## src/design/sha_pkg.sv

```systemverilog
// Shared types, constants and round functions for the SHA-256 hash engine.
// Depends on nothing; used by sha_core, sha256_hash_engine_top and sha_checker.
package sha_pkg;

   typedef logic [31:0] word_type;
   typedef logic [0:7][31:0] hash_type;

   typedef enum logic [2:0] {
      ST_IDLE,
      ST_ROUND,
      ST_FOLD,
      ST_PAD,
      ST_OUT
   } state_type;

   typedef struct packed {
      logic       shift_byte;
      logic [7:0] byte_value;
      logic       load_vars;
      logic       round_step;
   } core_ctrl_type;

   localparam hash_type IV = {
      32'h6a09e667, 32'hbb67ae85, 32'h3c6ef372, 32'ha54ff53a,
      32'h510e527f, 32'h9b05688c, 32'h1f83d9ab, 32'h5be0cd19
   };

   localparam logic [0:63][31:0] ROUND_K = {
      32'h428a2f98, 32'h71374491, 32'hb5c0fbcf, 32'he9b5dba5,
      32'h3956c25b, 32'h59f111f1, 32'h923f82a4, 32'hab1c5ed5,
      32'hd807aa98, 32'h12835b01, 32'h243185be, 32'h550c7dc3,
      32'h72be5d74, 32'h80deb1fe, 32'h9bdc06a7, 32'hc19bf174,
      32'he49b69c1, 32'hefbe4786, 32'h0fc19dc6, 32'h240ca1cc,
      32'h2de92c6f, 32'h4a7484aa, 32'h5cb0a9dc, 32'h76f988da,
      32'h983e5152, 32'ha831c66d, 32'hb00327c8, 32'hbf597fc7,
      32'hc6e00bf3, 32'hd5a79147, 32'h06ca6351, 32'h14292967,
      32'h27b70a85, 32'h2e1b2138, 32'h4d2c6dfc, 32'h53380d13,
      32'h650a7354, 32'h766a0abb, 32'h81c2c92e, 32'h92722c85,
      32'ha2bfe8a1, 32'ha81a664b, 32'hc24b8b70, 32'hc76c51a3,
      32'hd192e819, 32'hd6990624, 32'hf40e3585, 32'h106aa070,
      32'h19a4c116, 32'h1e376c08, 32'h2748774c, 32'h34b0bcb5,
      32'h391c0cb3, 32'h4ed8aa4a, 32'h5b9cca4f, 32'h682e6ff3,
      32'h748f82ee, 32'h78a5636f, 32'h84c87814, 32'h8cc70208,
      32'h90befffa, 32'ha4506ceb, 32'hbef9a3f7, 32'hc67178f2
   };

   localparam logic [7:0] PAD_MARK   = 8'h80;
   localparam logic [5:0] LEN_START  = 6'd56;
   localparam logic [5:0] BLOCK_LAST = 6'd63;
   localparam logic [5:0] ROUND_LAST = 6'd63;
   localparam logic [2:0] WORD_LAST  = 3'd7;

   function automatic word_type rotr(input word_type x, input int n);
      return (x >> n) | (x << (32 - n));
   endfunction

   function automatic word_type big_sigma0(input word_type x);
      return rotr(x, 2) ^ rotr(x, 13) ^ rotr(x, 22);
   endfunction

   function automatic word_type big_sigma1(input word_type x);
      return rotr(x, 6) ^ rotr(x, 11) ^ rotr(x, 25);
   endfunction

   function automatic word_type small_sigma0(input word_type x);
      return rotr(x, 7) ^ rotr(x, 18) ^ (x >> 3);
   endfunction

   function automatic word_type small_sigma1(input word_type x);
      return rotr(x, 17) ^ rotr(x, 19) ^ (x >> 10);
   endfunction

endpackage

```

## src/design/sha256_hash_engine_top.sv

```systemverilog
// Top level of the SHA-256 hash engine: byte intake, padding sequencer,
// chaining words and digest output. Uses sha_pkg and sha_core.
//
//   channel | dir | handshake            | payload
//   req     | in  | req_valid/req_stall  | data_byte, byte_valid, end_of_message
//   rsp     | out | rsp_valid/rsp_stall  | digest_word, word_index, last_word
//
// Each 64th byte starts a compression (64 rounds through the single round unit,
// then a fold into the chaining words), during which req_stall is high. An
// end mark adds padding bytes (up to 72), one per cycle outside compressions,
// with one or two compressions, then eight digest words, one per cycle that
// rsp_stall is low. Input is stalled until the last word is taken.
// Synchronous active-high reset; no clearing pass.
module sha256_hash_engine_top (
   input  logic        clock,
   input  logic        reset,
   input  logic        req_valid,
   output logic        req_stall,
   input  logic [7:0]  req_data_byte,
   input  logic        req_byte_valid,
   input  logic        req_end_of_message,
   output logic        rsp_valid,
   input  logic        rsp_stall,
   output logic [31:0] rsp_digest_word,
   output logic [2:0]  rsp_word_index,
   output logic        rsp_last_word
);

   sha_pkg::state_type state_ff, state_in;
   logic [5:0]         count_ff, count_in;
   logic [60:0]        total_ff, total_in;
   logic [5:0]         round_ff, round_in;
   logic [2:0]         word_ff, word_in;
   sha_pkg::hash_type  chain_ff, chain_in;
   logic               mark_done_ff, mark_done_in;
   logic               len_phase_ff, len_phase_in;
   logic               len_done_ff, len_done_in;
   logic               eom_pend_ff, eom_pend_in;

   sha_pkg::core_ctrl_type ctrl;
   sha_pkg::hash_type      vars;

   logic        accept, byte_take, block_full, is_len, out_take, out_done;
   logic [63:0] len_shift;
   logic [7:0]  pad_byte;

   sha_core u_core (
      .clock       (clock),
      .ctrl        (ctrl),
      .round_index (round_ff),
      .chain       (chain_ff),
      .vars        (vars)
   );

   // outputs and controls of the sequencer
   always_comb begin
      accept    = (state_ff == sha_pkg::ST_IDLE) && req_valid;
      byte_take = accept && req_byte_valid;
      out_take  = (state_ff == sha_pkg::ST_OUT) && !rsp_stall;
      out_done  = out_take && (word_ff == sha_pkg::WORD_LAST);

      // length bytes follow once the count reaches 56 after the 0x80 mark
      is_len    = mark_done_ff && (len_phase_ff || (count_ff == sha_pkg::LEN_START));
      len_shift = {total_ff, 3'b000} << {count_ff[2:0], 3'b000};
      if (!mark_done_ff) begin
         pad_byte = sha_pkg::PAD_MARK;
      end else if (is_len) begin
         pad_byte = len_shift[63:56];
      end else begin
         pad_byte = 8'h00;
      end

      ctrl.shift_byte = byte_take || (state_ff == sha_pkg::ST_PAD);
      ctrl.byte_value = (state_ff == sha_pkg::ST_PAD) ? pad_byte : req_data_byte;
      block_full      = ctrl.shift_byte && (count_ff == sha_pkg::BLOCK_LAST);
      ctrl.load_vars  = block_full;
      ctrl.round_step = (state_ff == sha_pkg::ST_ROUND);

      req_stall       = (state_ff != sha_pkg::ST_IDLE);
      rsp_valid       = (state_ff == sha_pkg::ST_OUT);
      rsp_digest_word = chain_ff[word_ff];
      rsp_word_index  = word_ff;
      rsp_last_word   = (word_ff == sha_pkg::WORD_LAST);
   end

   // next state
   always_comb begin
      state_in = state_ff;
      unique case (state_ff)
         sha_pkg::ST_IDLE: begin
            if (accept) begin
               if (block_full) begin
                  state_in = sha_pkg::ST_ROUND;
               end else if (req_end_of_message) begin
                  state_in = sha_pkg::ST_PAD;
               end
            end
         end
         sha_pkg::ST_ROUND: begin
            if (round_ff == sha_pkg::ROUND_LAST) begin
               state_in = sha_pkg::ST_FOLD;
            end
         end
         sha_pkg::ST_FOLD: begin
            if (len_done_ff) begin
               state_in = sha_pkg::ST_OUT;
            end else if (mark_done_ff || eom_pend_ff) begin
               state_in = sha_pkg::ST_PAD;
            end else begin
               state_in = sha_pkg::ST_IDLE;
            end
         end
         sha_pkg::ST_PAD: begin
            if (block_full) begin
               state_in = sha_pkg::ST_ROUND;
            end
         end
         sha_pkg::ST_OUT: begin
            if (out_done) begin
               state_in = sha_pkg::ST_IDLE;
            end
         end
         default: state_in = sha_pkg::ST_IDLE;
      endcase
   end

   // datapath and flag next values
   always_comb begin
      count_in     = ctrl.shift_byte ? count_ff + 6'd1 : count_ff;
      total_in     = byte_take ? total_ff + 61'd1 : total_ff;
      round_in     = (state_ff == sha_pkg::ST_ROUND) ? round_ff + 6'd1 : '0;
      word_in      = out_take ? word_ff + 3'd1 : word_ff;
      chain_in     = chain_ff;
      mark_done_in = mark_done_ff || (state_ff == sha_pkg::ST_PAD);
      len_phase_in = len_phase_ff || ((state_ff == sha_pkg::ST_PAD) && is_len);
      len_done_in  = len_done_ff ||
                     ((state_ff == sha_pkg::ST_PAD) && is_len && block_full);
      eom_pend_in  = eom_pend_ff;

      if (accept) begin
         eom_pend_in = req_end_of_message && block_full;
      end
      if (state_ff == sha_pkg::ST_FOLD) begin
         eom_pend_in = 1'b0;
         for (int i = 0; i < 8; i++) begin
            chain_in[i] = chain_ff[i] + vars[i];
         end
      end

      // digest delivered: back to a fresh message
      if (out_done) begin
         count_in     = '0;
         total_in     = '0;
         word_in      = '0;
         chain_in     = sha_pkg::IV;
         mark_done_in = 1'b0;
         len_phase_in = 1'b0;
         len_done_in  = 1'b0;
         eom_pend_in  = 1'b0;
      end
   end

   always_ff @(posedge clock) begin
      if (reset) begin
         state_ff     <= sha_pkg::ST_IDLE;
         count_ff     <= '0;
         total_ff     <= '0;
         round_ff     <= '0;
         word_ff      <= '0;
         chain_ff     <= sha_pkg::IV;
         mark_done_ff <= 1'b0;
         len_phase_ff <= 1'b0;
         len_done_ff  <= 1'b0;
         eom_pend_ff  <= 1'b0;
      end else begin
         state_ff     <= state_in;
         count_ff     <= count_in;
         total_ff     <= total_in;
         round_ff     <= round_in;
         word_ff      <= word_in;
         chain_ff     <= chain_in;
         mark_done_ff <= mark_done_in;
         len_phase_ff <= len_phase_in;
         len_done_ff  <= len_done_in;
         eom_pend_ff  <= eom_pend_in;
      end
   end

endmodule

```

## src/design/sha_core.sv

```systemverilog
// SHA-256 round unit: block buffer / message schedule window and working vars.
// One round per step under control of the top-level sequencer. Uses sha_pkg.
module sha_core (
   input  logic                  clock,
   input  sha_pkg::core_ctrl_type ctrl,
   input  logic [5:0]            round_index,
   input  sha_pkg::hash_type     chain,
   output sha_pkg::hash_type     vars
);

   // word 0 of the window sits in the top 32 bits; bytes shift in at the bottom
   logic [511:0]      window_ff, window_in;
   sha_pkg::hash_type vars_ff, vars_in;

   sha_pkg::word_type w0, w1, w9, w14, w_next;
   sha_pkg::word_type t1, t2;
   sha_pkg::word_type va, vb, vc, vd, ve, vf, vg, vh;

   always_comb begin
      w0  = window_ff[511:480];
      w1  = window_ff[479:448];
      w9  = window_ff[223:192];
      w14 = window_ff[63:32];
      w_next = w0 + sha_pkg::small_sigma0(w1) + w9 + sha_pkg::small_sigma1(w14);

      va = vars_ff[0];
      vb = vars_ff[1];
      vc = vars_ff[2];
      vd = vars_ff[3];
      ve = vars_ff[4];
      vf = vars_ff[5];
      vg = vars_ff[6];
      vh = vars_ff[7];

      t1 = vh + sha_pkg::big_sigma1(ve) + ((ve & vf) ^ (~ve & vg))
           + sha_pkg::ROUND_K[round_index] + w0;
      t2 = sha_pkg::big_sigma0(va) + ((va & vb) ^ (va & vc) ^ (vb & vc));
   end

   always_comb begin
      window_in = window_ff;
      if (ctrl.shift_byte) begin
         window_in = {window_ff[503:0], ctrl.byte_value};
      end else if (ctrl.round_step) begin
         window_in = {window_ff[479:0], w_next};
      end
   end

   always_comb begin
      vars_in = vars_ff;
      if (ctrl.load_vars) begin
         vars_in = chain;
      end else if (ctrl.round_step) begin
         vars_in = {t1 + t2, va, vb, vc, vd + t1, ve, vf, vg};
      end
   end

   always_ff @(posedge clock) begin
      window_ff <= window_in;
      vars_ff   <= vars_in;
   end

   assign vars = vars_ff;

endmodule

```

## config.mk

```make
export PLATFORM = sky130hd
export DESIGN_NAME = sha256_hash_engine_top
export DESIGN_NICKNAME = d
export VERILOG_FILES = /design/src/design/sha_pkg.sv /design/src/design/sha256_hash_engine_top.sv /design/src/design/sha_core.sv
export SDC_FILE = /design/constraint.sdc
export NUM_CORES = 2
export LEC_CHECK = 0
export BUFFER_PORTS_ARGS = -buffer_cell sky130_fd_sc_hd__buf_4
export CORE_ASPECT_RATIO = 1.1
export CORE_MARGIN = 3
export CORE_UTILIZATION = 35
export CTS_CLUSTER_SIZE = 30
export DETAILED_ROUTE_END_ITERATION = 6
export GPL_TIMING_DRIVEN = 0
export PLACE_DENSITY_LB_ADDON = 0.05
export SETUP_SLACK_MARGIN = 0.4
export SLEW_MARGIN = 5
export SYNTH_ARGS = -nofsm -noshare
export SYNTH_HDL_FRONTEND = slang
export SYNTH_HIERARCHICAL = 1
export SYNTH_SLANG_ARGS = --single-unit
```

## constraint.sdc

```tcl
create_clock -name clock -period 9 [get_ports clock]
set_clock_uncertainty 0.1 [all_clocks]
set_input_delay 0.45 -clock clock [delete_from_list [all_inputs] [get_ports clock]]
set_output_delay 0.45 -clock clock [all_outputs]
set_load 0.01 [all_outputs]
```

==> impl_results.md <==
* Hold Crit Depth at 4
* CTS tree: built
* Share of layout cells above drive strength 1 at 18.68%
* Depth of the CTS H-tree at 4
* CP max FO at 10
* Worst R2R Path Depth at 29
* FP Rows at 176
* CP Class: flop to flop
* Met3 track demand over resource at 3.398%
* Mapped Nets at 7,494
* Critical Path RT at 9400 ps
* Hold Crit Class: input port to flop
* Post-Syn Area per Cell at 10.75 µm²
* Synth Instances at 6,893
* Number of max-cap violations at 1
* Die extent in y at 488.7 µm
* TritonRoute pass-1 iters at 6
* Ys flop type: edfxtp_1
* Vias in the first global route at 57,650
* Largest stage delay, worst path at 680 ps
* GRT overflow at 0
* DRC at 0
* Crit. End Element: flop
* Clock slew at reported path FFs at 60 ps
* Ys Warns at 6
* CP max stage cell: mux4_2
* Area grow syn2layout at 13.85%
* Fill count at 20,480
* Synth unique cells at 103
* Flop-to-flop setup slack at 510 ps
* Failing checks: max-capacitance violations, max-slew violations
* Achievable Freq at 117.8 MHz
* CP dominant cell by count: a21o_1
* Detailed placement HPWL at 246,100 µm
* Worst skew pair latency at 830 ps
* Die area at 217,400 µm²
* Placed cell count at 9,728
* RSZ-0062 raised after global routing: no
* Reg2Reg Capture Point: u_core/va[22]$_DFFE_PP_
* Number of top-level pins at 52
* Final hold vios at 0
* Pins over their slew limit at 9
* GPL Wtd Cong at 0.9872
* Starting Density at 35.32%
* Worst Max-Slew Pin Slew at 1541 ps
* Met2 usage at 49.14%
* Mapped Area at 74,130 µm²
* Routed vias at 56,710
* First-pass GRT wire length at 435,100 µm
* Post-synth ARST share at 0%
* Largest Register: u_core/window_ff
* FF+latch count, synth at 1,107
* Die span in x at 444.8 µm
* Part of the Yosys area used for sequential elements at 40.27%
* Hold slack final at 74.60 ps
* CTS root buf: clkbuf_16
* GRT Util Overall at 28.21%
* Final Critical Period at 8492 ps
* Max FFs per register at 512
* IO Port Bufs at 51
* TritonCTS Buffers at 140
* Core Util, Final at 40.21%
* Final setup viols at 0
* Post-route ant nets at 0
* Post-Route WL at 312,300 µm
* Status: finished with violations
* Worst setup SP type: flop
* Core area at 209,900 µm²
* Grt peak-use layer: met2
* Vias per cell at 5.658
* Routed len/inst at 31.16 µm
* Global Route met1 Usage at 34.34%
* Start point of the critical path: round_ff[0]$_SDFF_PP0_
* Critical path data arrival time at 8900 ps
* Clk sinks at 1,107
* Critical Path Sink: u_core/va[22]$_DFFE_PP_
* Initial antenna violation count at 19
* Fin nets at 7,744
* Post-Layout Cell Count at 10,020
* Largest net degree at the start of global routing at 66
* Number of synthesized flops with an enable pin at 768
* Clock Path Buffers at 3
* Biggest regs: u_core/window_ff (512), chain_ff (256), total_ff (61)
* RR Startpoint: round_ff[0]$_SDFF_PP0_
* Max transition margin at -2.707%
* Tcrit/Tclk final at 94.35%
* DRT iter0 DRCs at 4,372
-- Yosys cell counts, types with 209 or more instances --
cell / count / area, µm²
xor2_1: 209 / 1831
inv_1: 249 / 934.7
clkbuf_1: 317 / 1190
a21oi_1: 478 / 2392
nand2_1: 559 / 2098
edfxtp_1: 768 / 23060
o21ai_0: 387 / 1937
dfxtp_1: 339 / 6787
mux2_2: 728 / 8198
xnor2_1: 407 / 3565
ha_1: 392 / 4905
nor2_1: 372 / 1396
-- timing repair --
action,in CTS,in global routing
gates resized for setup,166,92
setup endpoints to repair,49,18
pin swaps,12,25
hold endpoints to repair,12,0
hold buffers,10,0
buffers inserted,13,9
-- stage by stage --
step                setup WS (ps)   TNS, ps  instance area (µm²)
floorplan                    1209         0                74130
global placement            -3691  -1324560                77960
detailed placement          -2556    -58950                78570
CTS                         391.8         0                84050
global route                363.8         0                84380
finish                      508.5         0                84390
-- worst min-delay path by stage --
stage	to	from
finish	u_core/window_ff[7]$_DFFE_PP_	req_data_byte[7]
global route	u_core/window_ff[7]$_DFFE_PP_	req_data_byte[7]
CTS	u_core/window_ff[7]$_DFFE_PP_	req_data_byte[7]
detailed placement	len_phase_ff$_SDFF_PP0_	len_phase_ff$_SDFF_PP0_
global placement	len_phase_ff$_SDFF_PP0_	len_phase_ff$_SDFF_PP0_
floorplan	len_phase_ff$_SDFF_PP0_	len_phase_ff$_SDFF_PP0_
-- cells by family (layout without fill, tap and decap cells) --
logic type	Yosys count	in the layout	synth area share, %
simple gates	1497	1497	9.311
other cells	0	5	0
buf+inv	604	970	3.080
xor+xnor	619	619	7.363
fa+ha+maj	608	608	12.17
mux	856	856	14.22
compound gates	1602	1602	13.59
flops	1107	1107	40.27
-- per-layer routing --
layer	share of wire [%]	vias to the layer above
li1	-	25860
met5	0	-
met1	41	28660
met3	4.5	474
met2	49	1719
met4	5.5	0
-- area by class of cell --
cell class | instances | area [µm²] | area share, %
antenna | 5 | 12.51 | 0.01483
buffer | 349 | 1531 | 1.815
clock buffer | 189 | 3800 | 4.503
clock inverter | 69 | 928.4 | 1.100
inverter | 255 | 980.9 | 1.162
multi-input combinational | 5182 | 42640 | 50.53
sequential | 1107 | 29860 | 35.38
tap | 2759 | 3452 | 4.090
timing repair buffer | 108 | 1186 | 1.405
-- layout by cell type (no fill, tap or decap), drive strengths merged, types with 23 or more instances in the layout --
master,netlist,routed
edfxtp,768,768
mux2,728,728
nand2,560,560
clkbuf,317,503
a21oi,481,481
xnor2,408,408
o21ai,399,399
ha,392,392
nor2,372,372
dfxtp,339,339
inv,250,256
xor2,209,209
a21o,205,205
fa,195,195
nand3,135,135
buf,32,133
o211ai,91,91
mux4,85,85
nor3,84,84
a211oi,67,67
nand2b,62,62
o21a,55,55
and3,54,54
a31oi,54,54
o21bai,51,51
nor2b,48,48
or3,46,46
clkinv,5,45
mux2i,43,43
nand4,42,42
o31ai,29,29
a221oi,23,23
-- worst max-delay path: cells and delay by family, from the launching register on --
kind / cells / cell delay (ps)
DFF: 1 / 400
muxes: 1 / 680
adders and majority gates: 6 / 2430
xor gates and xnor gates: 2 / 480
buffers and inverters: 3 / 530
AOI/OAI and AO/OA: 12 / 2720
and+or+nand+nor: 5 / 830
Power is not shown: default switching activity piles up to over one toggle a cycle in this logic, so the estimate is an artifact.
